## src/design/pee_pkg.sv

```systemverilog
// Package with token codes, status codes and payload widths of the evaluator.
`default_nettype none
package pee_pkg;
  localparam int unsigned WordW = 64;
  localparam int unsigned InTdataW = 72;
  localparam int unsigned OutTdataW = 72;

  typedef logic [2:0] mode_t;
  localparam mode_t ModePush = 3'd0;
  localparam mode_t ModeAdd  = 3'd1;
  localparam mode_t ModeSub  = 3'd2;
  localparam mode_t ModeMul  = 3'd3;
  localparam mode_t ModeDiv  = 3'd4;
  localparam mode_t ModeEnd  = 3'd5;

  typedef logic [2:0] status_t;
  localparam status_t StOk        = 3'd0;
  localparam status_t StUnderflow = 3'd1;
  localparam status_t StCount     = 3'd2;
  localparam status_t StLookup    = 3'd3;
  localparam status_t StOverflow  = 3'd4;
  localparam status_t StDivZero   = 3'd5;

  // Request and reply between the sequencer and the arithmetic unit.
  typedef struct packed {
    logic  start;
    mode_t op;
  } alu_req_t;

  typedef struct packed {
    logic done;
  } alu_rsp_t;
endpackage
`default_nettype wire

```

## src/design/postfix_expression_evaluator.sv

```systemverilog
// Top level of the postfix evaluator: token sequencer around a stack memory.
// One token is taken at a time. A push is written as it is taken; add and
// subtract go through two stack reads, the operand check, the start and the
// result of the arithmetic unit with the write-back; multiply retires two
// multiplier bits a cycle; divide one quotient bit a cycle plus the sign fix; a
// divide by zero ends at the operand check; an end token offers its result beat
// after a read of the stack bottom and holds the input until that beat is taken.
// The stack memory holds STACK_DEPTH words with a registered read, and the
// arithmetic unit is shared. The stack needs no clearing after reset.
`default_nettype none
module postfix_expression_evaluator #(
  parameter int unsigned STACK_DEPTH = 16
) (
  input  wire logic        clk,
  input  wire logic        rst_n,
  input  wire logic        in_tvalid,
  output logic             in_tready,
  // tdata: [2:0] mode, [66:3] operand_value, [67] value_unresolved, rest zero
  input  wire logic [71:0] in_tdata,
  output logic             out_tvalid,
  input  wire logic        out_tready,
  // tdata: [2:0] status, [66:3] result_value, rest zero
  output logic [71:0]      out_tdata
);
  import pee_pkg::*;

  localparam int unsigned AW = (STACK_DEPTH > 1) ? $clog2(STACK_DEPTH) : 1;
  localparam int unsigned CW = $clog2(STACK_DEPTH + 1);

  typedef enum logic [2:0] {
    S_IDLE, S_RD1, S_RD2, S_ALU, S_WAIT, S_ENDRD, S_OUT
  } state_t;

  state_t       state_r;
  logic [CW-1:0] count_r;
  status_t      err_r;
  mode_t        op_r;
  logic [63:0]  first_r;
  logic [63:0]  second_r;
  logic         start_r;
  logic [63:0]  mem [STACK_DEPTH];
  logic [63:0]  rd_data_r;
  logic         we;
  logic [AW-1:0] waddr;
  logic [63:0]  wdata;
  logic [AW-1:0] raddr;
  logic         out_valid_r;
  status_t      out_status_r;
  logic [63:0]  out_value_r;
  alu_req_t     alu_req;
  alu_rsp_t     alu_rsp;
  logic [63:0]  alu_res;
  mode_t        in_mode;
  logic [63:0]  in_value;
  logic         in_unres;
  logic         in_fire;
  logic [CW-1:0] cnt_m1;
  logic [CW-1:0] cnt_m2;

  assign in_mode  = in_tdata[2:0];
  assign in_value = in_tdata[66:3];
  assign in_unres = in_tdata[67];
  assign in_fire  = in_tvalid && in_tready;
  assign in_tready = (state_r == S_IDLE);
  assign cnt_m1   = count_r - CW'(1);
  assign cnt_m2   = count_r - CW'(2);

  assign out_tvalid = out_valid_r;
  assign out_tdata  = {5'd0, out_value_r, out_status_r};

  // Stack memory with a registered read.
  always_ff @(posedge clk) begin
    if (we) begin
      mem[waddr] <= wdata;
    end
    rd_data_r <= mem[raddr];
  end

  // Memory address and write selection.
  always_comb begin
    we    = 1'b0;
    waddr = count_r[AW-1:0];
    wdata = in_value;
    raddr = cnt_m1[AW-1:0];
    priority case (state_r)
      S_IDLE: begin
        we = in_fire && (in_mode == ModePush) && (err_r == StOk) && !in_unres &&
             (count_r < CW'(STACK_DEPTH));
        raddr = '0;
      end
      S_RD1:  raddr = cnt_m1[AW-1:0];
      S_RD2:  raddr = cnt_m2[AW-1:0];
      S_WAIT: begin
        we    = alu_rsp.done;
        waddr = cnt_m2[AW-1:0];
        wdata = alu_res;
      end
      default: raddr = '0;
    endcase
  end

  assign alu_req.start = start_r;
  assign alu_req.op    = op_r;

  pee_alu u_alu (
    .clk       (clk),
    .rst_n     (rst_n),
    .req       (alu_req),
    .first_op  (first_r),
    .second_op (second_r),
    .rsp       (alu_rsp),
    .result    (alu_res)
  );

  // Token sequencer.
  always_ff @(posedge clk) begin
    if (!rst_n) begin
      state_r     <= S_IDLE;
      count_r     <= '0;
      err_r       <= StOk;
      out_valid_r <= 1'b0;
      start_r     <= 1'b0;
    end else begin
      // Start the arithmetic unit once both operands sit in their registers.
      start_r <= (state_r == S_ALU) && !(op_r == ModeDiv && rd_data_r == 64'd0);
      unique case (state_r)
        S_IDLE: begin
          if (in_fire) begin
            op_r <= in_mode;
            if (in_mode == ModeEnd) begin
              state_r <= S_ENDRD;
            end else if (in_mode <= ModeDiv && err_r == StOk) begin
              if (in_mode == ModePush) begin
                if (in_unres) begin
                  err_r <= StLookup;
                end else if (count_r >= CW'(STACK_DEPTH)) begin
                  err_r <= StOverflow;
                end else begin
                  count_r <= count_r + CW'(1);
                end
              end else if (count_r < CW'(2)) begin
                err_r <= StUnderflow;
              end else begin
                state_r <= S_RD1;
              end
            end
          end
        end
        S_RD1: state_r <= S_RD2;
        S_RD2: begin
          first_r <= rd_data_r;
          state_r <= S_ALU;
        end
        S_ALU: begin
          second_r <= rd_data_r;
          if (op_r == ModeDiv && rd_data_r == 64'd0) begin
            err_r   <= StDivZero;
            state_r <= S_IDLE;
          end else begin
            state_r <= S_WAIT;
          end
        end
        S_WAIT: begin
          if (alu_rsp.done) begin
            count_r <= cnt_m1;
            state_r <= S_IDLE;
          end
        end
        S_ENDRD: begin
          state_r <= S_OUT;
        end
        default: begin
          if (!out_valid_r) begin
            out_valid_r <= 1'b1;
            if (err_r != StOk) begin
              out_status_r <= err_r;
              out_value_r  <= '0;
            end else if (count_r == CW'(1)) begin
              out_status_r <= StOk;
              out_value_r  <= rd_data_r;
            end else begin
              out_status_r <= StCount;
              out_value_r  <= '0;
            end
          end else if (out_tready) begin
            out_valid_r <= 1'b0;
            count_r     <= '0;
            err_r       <= StOk;
            state_r     <= S_IDLE;
          end
        end
      endcase
    end
  end
endmodule
`default_nettype wire

```

## src/design/pee_alu.sv

```systemverilog
// Multi-cycle arithmetic unit: add, subtract, shift-add multiply, restoring divide.
`default_nettype none
module pee_alu (
  input  wire logic                     clk,
  input  wire logic                     rst_n,
  input  wire pee_pkg::alu_req_t        req,
  input  wire logic [63:0]              first_op,
  input  wire logic [63:0]              second_op,
  output pee_pkg::alu_rsp_t             rsp,
  output logic [63:0]                   result
);
  import pee_pkg::*;

  typedef enum logic [1:0] {A_IDLE, A_MUL, A_DIV, A_FIX} astate_t;

  astate_t     state_r;
  logic [5:0]  cnt_r;
  logic [63:0] acc_r;
  logic [63:0] a_r;
  logic [63:0] b_r;
  logic [64:0] rem_r;
  logic        neg_r;
  logic        done_r;
  logic [64:0] rem_sh;
  logic [64:0] rem_sub;

  // One restoring-division step: shift in the next dividend bit and try to subtract.
  assign rem_sh  = {rem_r[63:0], a_r[63]};
  assign rem_sub = rem_sh - {1'b0, b_r};

  assign rsp.done = done_r;
  assign result   = acc_r;

  always_ff @(posedge clk) begin
    if (!rst_n) begin
      state_r <= A_IDLE;
      done_r  <= 1'b0;
    end else begin
      // Done pulses after an add or subtract, the last multiply step or the sign fix.
      done_r <= ((state_r == A_IDLE) && req.start &&
                 ((req.op == ModeAdd) || (req.op == ModeSub))) ||
                ((state_r == A_MUL) && (cnt_r == 6'd31)) ||
                (state_r == A_FIX);
      unique case (state_r)
        A_IDLE: begin
          if (req.start) begin
            cnt_r <= 6'd0;
            priority case (req.op)
              ModeAdd: begin
                acc_r <= first_op + second_op;
              end
              ModeSub: begin
                acc_r <= first_op - second_op;
              end
              ModeMul: begin
                acc_r   <= '0;
                a_r     <= first_op;
                b_r     <= second_op;
                state_r <= A_MUL;
              end
              default: begin
                a_r     <= first_op[63] ? (~first_op + 64'd1) : first_op;
                b_r     <= second_op[63] ? (~second_op + 64'd1) : second_op;
                neg_r   <= first_op[63] ^ second_op[63];
                rem_r   <= '0;
                acc_r   <= '0;
                state_r <= A_DIV;
              end
            endcase
          end
        end
        // Two multiplier bits per cycle.
        A_MUL: begin
          acc_r <= acc_r + (b_r[0] ? a_r : 64'd0) + (b_r[1] ? {a_r[62:0], 1'b0} : 64'd0);
          a_r   <= {a_r[61:0], 2'b00};
          b_r   <= {2'b00, b_r[63:2]};
          cnt_r <= cnt_r + 6'd1;
          if (cnt_r == 6'd31) begin
            state_r <= A_IDLE;
          end
        end
        A_DIV: begin
          a_r <= {a_r[62:0], 1'b0};
          if (!rem_sub[64]) begin
            rem_r <= rem_sub;
            acc_r <= {acc_r[62:0], 1'b1};
          end else begin
            rem_r <= rem_sh;
            acc_r <= {acc_r[62:0], 1'b0};
          end
          cnt_r <= cnt_r + 6'd1;
          if (cnt_r == 6'd63) begin
            state_r <= A_FIX;
          end
        end
        default: begin
          if (neg_r) begin
            acc_r <= ~acc_r + 64'd1;
          end
          state_r <= A_IDLE;
        end
      endcase
    end
  end
endmodule
`default_nettype wire

```

## config.mk

```make
export PLATFORM = sky130hd
export DESIGN_NAME = postfix_expression_evaluator
export DESIGN_NICKNAME = d
export VERILOG_FILES = /design/src/design/pee_pkg.sv /design/src/design/postfix_expression_evaluator.sv /design/src/design/pee_alu.sv
export SDC_FILE = /design/constraint.sdc
export NUM_CORES = 2
export LEC_CHECK = 0
export BUFFER_PORTS_ARGS = -buffer_cell sky130_fd_sc_hd__buf_4
export CAP_MARGIN = 10
export CORE_MARGIN = 4
export CORE_UTILIZATION = 35
export CTS_BUF_LIST = sky130_fd_sc_hd__clkbuf_8
export DETAILED_ROUTE_END_ITERATION = 10
export GPL_TIMING_DRIVEN = 0
export HOLD_SLACK_MARGIN = 0.05
export PLACE_DENSITY_LB_ADDON = 0.2
export REMOVE_ABC_BUFFERS = 1
export SYNTH_ARGS = -nofsm -noshare
export SYNTH_HDL_FRONTEND = slang
export SYNTH_SLANG_ARGS = --single-unit
```

## constraint.sdc

```tcl
create_clock -name clk -period 7.3 [get_ports clk]
set_clock_uncertainty 0.1 [all_clocks]
set_input_delay 0.73 -clock clk [delete_from_list [all_inputs] [get_ports clk]]
set_output_delay 0.73 -clock clk [all_outputs]
set_load 0.02 [all_outputs]
```

## Word-level counts from Yosys, hierarchy flattened

Memory sizes are Yosys's and may differ from the RTL's. A register that Yosys moved wholly into a read port is not among the register bits.
Cells that the tools add are included.

| storage, ports and cells | value |
|---|---|
| bits of input ports | 76 |
| logic and storage cells | 199 |
| bits in read-only memories | 0 |
| bits in writable memories | 1024 |
| output and inout port bits | 74 |
| latch bits | 0 |
| memories | 1 |
| flip-flop bits (word level) | 477 |

| operators by class | value |
|---|---|
| reductions and logical operators | 55 |
| multiply operators | 0 |
| $lt $le $gt $ge | 4 |
| $add $sub $neg | 12 |
| divide/modulo/power cells | 0 |
| shifts and indexed selects | 0 |
| muxes and demuxes | 65 |
| equality and inequality tests | 34 |
| bitwise gates (word level) | 10 |

Memory list:

| memory | depth | bits a word | read ports | clocked after Yosys merged registers in | wr ports | RTL line | RTL |
|---|---|---|---|---|---|---|---|
| mem | 16 | 64 | 1 | 1 | 1 | postfix_expression_evaluator.sv:41 | `logic [63:0] mem [STACK_DEPTH];` |

Operators by type and width:

| cell | number |
|---|---|
| 2-to-1 mux 64 bit | 12 |
| one-hot mux 64 bit (2 select lines) | 5 |
| one-hot mux 64 bit (3 select lines) | 2 |
| adder 64 x 1 -> 64 bit, second input constant | 3 |
| adder 64 bit | 3 |
| NOT 64 bit | 3 |
| subtractor 65 x 64 -> 65 bit | 1 |
| zero test 64 bit | 1 |
| subtractor 64 bit | 1 |
| 2-to-1 mux 3 bit | 18 |
| 2-to-1 mux 5 bit | 9 |
| AND reduction 4 bit | 5 |
| one-hot mux 3 bit (6 select lines) | 1 |
| nonzero test 3 bit | 6 |
| one-hot mux 5 bit (3 select lines) | 1 |
| inequality test 2 bit, second input constant | 7 |
| nonzero test 7 bit | 2 |
| == test 3 x 2 -> 1 bit, second input constant | 4 |
| == test 3 bit, second input constant | 4 |
| inequality test 2 x 1 -> 1 bit, second input constant | 6 |
| one-hot mux 6 bit (2 select lines) | 1 |
| AND reduction 3 bit | 4 |
| logical AND 1 bit | 11 |
| AND reduction 10 bit | 1 |
| 42 further kinds | 69 |

## Depth between registers and ports, before layout

| depth | value |
|---|---|
| depth in word-level cells | 9 |
| mapped depth | 22 |
| depth with buffers taken out | 22 |

## Cells and area by module

Synthesis repeated with hierarchy kept, for this count alone.

| second synthesis, totals | value |
|---|---|
| cells, all modules | 6736 |
| area, all modules | 80796.2 µm² |

By module, submodules not included:

| module | times used | sequential area each (µm²) | area an instance (µm²) | cells an instance |
|---|---|---|---|---|
| postfix_expression_evaluator | 1 | 38236.7 | 50053.0 | 3029 |
| pee_alu | 1 | 7957.6 | 30743.2 | 3707 |

## Worst setup path after synthesis

Ideal clock, no wire load.

| timing path | value |
|---|---|
| path type | register -> register |
| start point | reg state_r[1] |
| end point | reg out_status_r[0] (enable) |
| setup time | 588 ps |
| arrival time | 5934 ps |
| data required time | 6612 ps |
| path buffers | 2 |
| stages on the path, launching flop included | 5 |
| clock period less this slack | 6623 ps |
| setup slack | 677 ps |
| path through | dfxtp_1 clkbuf_1 buf_1 nand2_1 nor3b_1 |

| on the way | value |
|---|---|
| word-level cells in the longest chain between the ends | 4 |
| elaborated cells on any way between the ends | 9 |
| classes of those cells | eq/ne: 5; bitwise: 1; reduce/logical: 3 |

Ends and longest elaborated chain:

| what | RTL line | RTL |
|---|---|---|
| from (decl) | postfix_expression_evaluator.sv:34 | `state_t state_r;` |
| from (signal assigned) | postfix_expression_evaluator.sv:118 | `state_r <= S_IDLE;` |
| from (signal assigned) | postfix_expression_evaluator.sv:131 | `state_r <= S_ENDRD;` |
| from (signal assigned) | postfix_expression_evaluator.sv:144 | `state_r <= S_RD1;` |
| == test 3 x 2 -> 1 bit, or another cell as far along | postfix_expression_evaluator.sv:126 | `unique case (state_r)` |
| OR reduction 6 bit (no line) (*) | - |  |
| NOT 1 bit (no line) (*) | - |  |
| AND reduction 3 bit (no line) (*) | - |  |
| to (signal assigned) | postfix_expression_evaluator.sv:176 | `out_status_r <= err_r;` |
| to (signal assigned) | postfix_expression_evaluator.sv:179 | `out_status_r <= StOk;` |
| to (signal assigned) | postfix_expression_evaluator.sv:182 | `out_status_r <= StCount;` |
| to (decl) | postfix_expression_evaluator.sv:48 | `status_t out_status_r;` |

Mark *: on every way between the ends. The rest lies on a longest branch, timed or not.
A chain may end at the register's enable or synchronous reset.

## Worst setup path after layout

| timing path | value |
|---|---|
| start point | reg u_alu.b_r[1] |
| end point | reg u_alu.acc_r[56], in the netlist u_alu.result[56] (data pin) |

| on the way | value |
|---|---|
| word-level cells in the longest chain between the ends | 3 |

Ends and longest elaborated chain:

| what | RTL line | RTL |
|---|---|---|
| from (decl) | pee_alu.sv:20 | `logic [63:0] b_r;` |
| from (signal assigned) | pee_alu.sv:58 | `b_r <= second_op;` |
| from (signal assigned) | pee_alu.sv:63 | `b_r <= second_op[63] ? (~second_op + 64'd1) : second_op;` |
| from (signal assigned) | pee_alu.sv:76 | `b_r <= {2'b00, b_r[63:2]};` |
| 2-to-1 mux 64 bit | pee_alu.sv:74 | `acc_r <= acc_r + (b_r[0] ? a_r : 64'd0) + (b_r[1] ? {a_r[62:0], 1'b0} : 64'd0);` |
| adder 64 bit | pee_alu.sv:74 |  |
| one-hot mux 64 bit (3 select lines) | pee_alu.sv:44 | `unique case (state_r)` |
| to (signal assigned) | pee_alu.sv:50 | `acc_r <= first_op + second_op;` |
| to (signal assigned) | pee_alu.sv:53 | `acc_r <= first_op - second_op;` |
| to (signal assigned) | pee_alu.sv:74 |  |
| to (decl) | pee_alu.sv:18 | `logic [63:0] acc_r;` |

No other way between the ends.

==> flow_summary.json <==
{
  "status": "complete, no violations",
  "insertion_delay_ps": 1030,
  "io_buffers": 140,
  "fillers": 21900,
  "synth-seq-cells": 1565,
  "final.period_utilization": 0.918,
  "yosys.cell_types.count": 98,
  "critical_path.max_stage_delay_ps": 960,
  "setup_viol": 0,
  "crit_type": "flip-flop to flip-flop",
  "ys_seq_area_frac": 0.572,
  "drt_iter0_drc": 4666,
  "layoutNonFillerInstCount": 10700,
  "rows": 176,
  "p_int_mw": 15.9,
  "grt_pass1_vias": 56900,
  "hpwl_mm": 177,
  "pwr-share-clk": 0.343,
  "vias_per_cell": 5.45,
  "gp_congestion": 0.937,
  "routedWlPerCell_um": 23.2,
  "synthArstFlopShare": 0,
  "hold-worst-slack_ps": 170,
  "r2r_end": "u_alu.result[56]",
  "io_pins": 150,
  "slew_headroom": 0.148,
  "cts.sinks": 1565,
  "endpoint": "u_alu.result[56]",
  "postCtsSetupBuffers": 0,
  "topRoutingLayerUsed": "met4",
  "regArea_um2": 46200,
  "leakage_nw": 33.7,
  "cp-startpoint": "u_alu.b_r[1]",
  "wl_met2_mm": 116,
  "firstDrtPassIters": 7,
  "ff2ff_path_depth": 15,
  "gr-total-overflow": 0,
  "pwr-share-seq": 0.476,
  "crit_required_ps": 7950,
  "final_nets": 7823,
  "drive_gt1_frac": 0.106,
  "grt_use_total": 0.204,
  "dp_cells": 10200,
  "clockBufferDepth": 4,
  "initial_core_util": 0.351,
  "worstSetupStartpointType": "flip-flop",
  "cp_common_cell": "a21oi_1",
  "drv_cap": 0,
  "htreeDepth": 5,
  "core_area_um2": 230000,
  "multiInputGateArea_um2": 31900,
  "cp.depth": 15,
  "crit_chain": "nand2_1, fa_1, inv_1, ha_1, a21oi_1, o22ai_1, a21oi_1, o211ai_1, a211oi_1, o31ai_1, a211oi_1, o21bai_1, mux2i_1, a311oi_1, a21oi_1",
  "rsz0062_at_grt": "false",
  "clkTransAtPathRegs_ps": 60,
  "antenna_found_initial": 18,
  "routed-via-count": 58300,
  "crit_buf_inv": 1,
  "yosys_warnings": 0,
  "drc": 0,
  "grt_max_degree": 91,
  "peakVddDrop_v": 0.000152,
  "grt_pass1_wl_mm": 369,
  "clockRootBuffer": "clkbuf_8",
  "dieArea_um2": 238000,
  "ant_nets": 0,
  "combPwrFrac": 0.180,
  "crit_family": "compound AO/OA/AOI/OAI gates",
  "r2r_slack_ps": 600,
  "wl_met1_mm": 114,
  "cp.arrival_ps": 7350,
  "synth-edff-count": 1485,
  "numCtsBuffers": 291,
  "synth_cells": 7235,
  "fin_crit_ps": 6700,
  "hold_class": "primary input to flip-flop",
  "dieHeight_um": 488,
  "die_width_um": 488,
  "p_switching_mw": 6.75,
  "switching_share": 0.298,
  "maxSlewViolCount": 0,
  "synthToLayoutAreaGrowth_pct": 15.9,
  "fmax_ghz": 0.149,
  "cts_tree": "done",
  "ys.flop_type": "edfxtp_1",
  "worst_pin_slew_ps": 1270,
  "rr_startpoint": "u_alu.b_r[1]",
  "tns_ps": 0,
  "power.total_mw": 22.7,
  "cp_slowest_cell": "edfxtp_1",
  "synth_area_um2": 80700,
  "avgSynthCellArea_um2": 11.2,
  "crit_fanout": 18,
  "drt_wl_total_mm": 249,
  "endpoint_kind": "flip-flop",
  "finalHoldViolCount": 0,
  "p_per_area_nw_per_um2": 242,
  "wl_met3_mm": 12.9
}
cells by family (layout without fill, tap and decap cells):
family	count (synthesis)	count (layout)	synth area share
buffers and inverters	778	1214	0.0371
XOR/XNOR	407	407	0.0442
AO/OA/AOI/OAI	1920	1920	0.158
AND/OR/NAND/NOR	2218	2218	0.131
other	1	7	0.0000465
adder cells (fa/ha/maj)	271	271	0.0481
multiplexers	75	75	0.00930
flip-flops	1565	1565	0.572
worst min-delay path, cell delays in order:
cell and delay [ps]:
buf_4 80, nand2_1 30, o21ai_0 260
worst min path at each step:
stage	startpoint	end	cells after the start
3_3_place_gp	err_r[2]	out_status_r[2]	0
5_1_grt	in_tdata[6]	mem[1][3]	3
2_1_floorplan	rd_data_r[0]	first_r[0]	0
3_5_place_dp	err_r[1]	err_r[1]	2
6_report	in_tdata[6]	mem[3][3]	3
4_1_cts	in_tdata[57]	mem[1][54]	3
final cells by class:
| type | instances | share of cell area |
|---|---|---|
| Antenna cell | 2 | 0.0000535 |
| Clock buffer | 315 | 0.0463 |
| Clock inverter | 177 | 0.00909 |
| Inverter | 322 | 0.0130 |
| Multi-Input combinational cell | 4896 | 0.341 |
| Sequential cell | 1565 | 0.494 |
| Tap cell | 3026 | 0.0405 |
| Timing Repair Buffer | 400 | 0.0569 |
Yosys cell counts, types with 63 or more instances:
cell,n,share of area
a31oi_1,158,0.012
and2_1,341,0.026
dfxtp_1,80,0.020
xor2_1,143,0.016
ha_1,206,0.032
a21o_1,133,0.012
nand2_1,1030,0.048
nand4_1,63,0.0049
nor3_1,78,0.0048
xnor2_1,264,0.029
nor2_1,312,0.015
edfxtp_1,1485,0.55
inv_1,322,0.015
nand3_1,88,0.0055
a211oi_1,344,0.032
fa_1,65,0.016
a21oi_1,501,0.031
a311oi_1,131,0.014
a221oi_1,73,0.0079
mux2i_1,75,0.0093
o21ai_0,289,0.018
clkbuf_1,413,0.019
layout by cell type (no fill, tap or decap), types with 37 or more instances in the layout:
cell type,count
nand2b_1,47
xor2_1,143
xnor2_1,264
dfxtp_1,80
ha_1,203
nor3_1,77
and2_1,339
nand2_1,1029
edfxtp_1,1485
a21o_1,133
fa_1,65
a221oi_1,73
buf_12,72
inv_1,440
buf_4,180
a31oi_1,158
clkbuf_8,315
mux2i_1,75
a211oi_1,344
nand3_1,87
a21oi_1,500
buf_16,56
o21ai_0,272
nor2_1,295
nand4_1,63
nor4_1,44
a311oi_1,131
and3_1,37
or3_1,39
through the flow:
step                       util  instance area (um2)  setup WS, ps
final                     0.407                93600           598
after global routing      0.407                93600           238
after CTS                 0.407                93600           654
after detailed placement  0.384                88100           657
after global placement    0.365                83800        -48100
after floorplan               -                78900        -23580
power groups by stage:
| stage | Clock [mW] | Sequential (mW) | Combinational [mW] |
|---|---|---|---|
| final | 7.79 | 10.8 | 4.09 |
| after global routing | 8.43 | 10.8 | 4.50 |
| after CTS | 8.03 | 10.8 | 4.09 |
| after detailed placement | 0 | 11.0 | 4.05 |
| after global placement | 0 | 11.0 | 4.71 |
| after floorplan | 0 | 10.6 | 3.12 |
sequential cells by signal (all words and copies together), names as in the netlist, named ones only:
name,cells
u_alu.result,63
u_alu.cnt_r,6
u_alu.neg_r,1
out_value_r,64
u_alu.b_r,64
u_alu.state_r,2
mem,1024
op_r,3
u_alu.a_r,64
u_alu.rsp,1
err_r,3
u_alu.rem_r,64
second_r,64
state_r,3
first_r,64
start_r,1
rd_data_r,64
out_tvalid,1
out_status_r,3
count_r,5
what timing repair did:
action	4_1_cts	5_1_grt
setup endpoints to repair	0	0
endpoints found under the hold margin	151	0
hold buffers	26	0
gates resized for setup	0	0
metal layers:
layer,GRT usage,up-vias
li1,-,27300
met1,0.286,29000
met2,0.329,1633
met3,0.0282,310
met4,0.0573,0
met5,0,-
(Power assumes the default switching activity.)
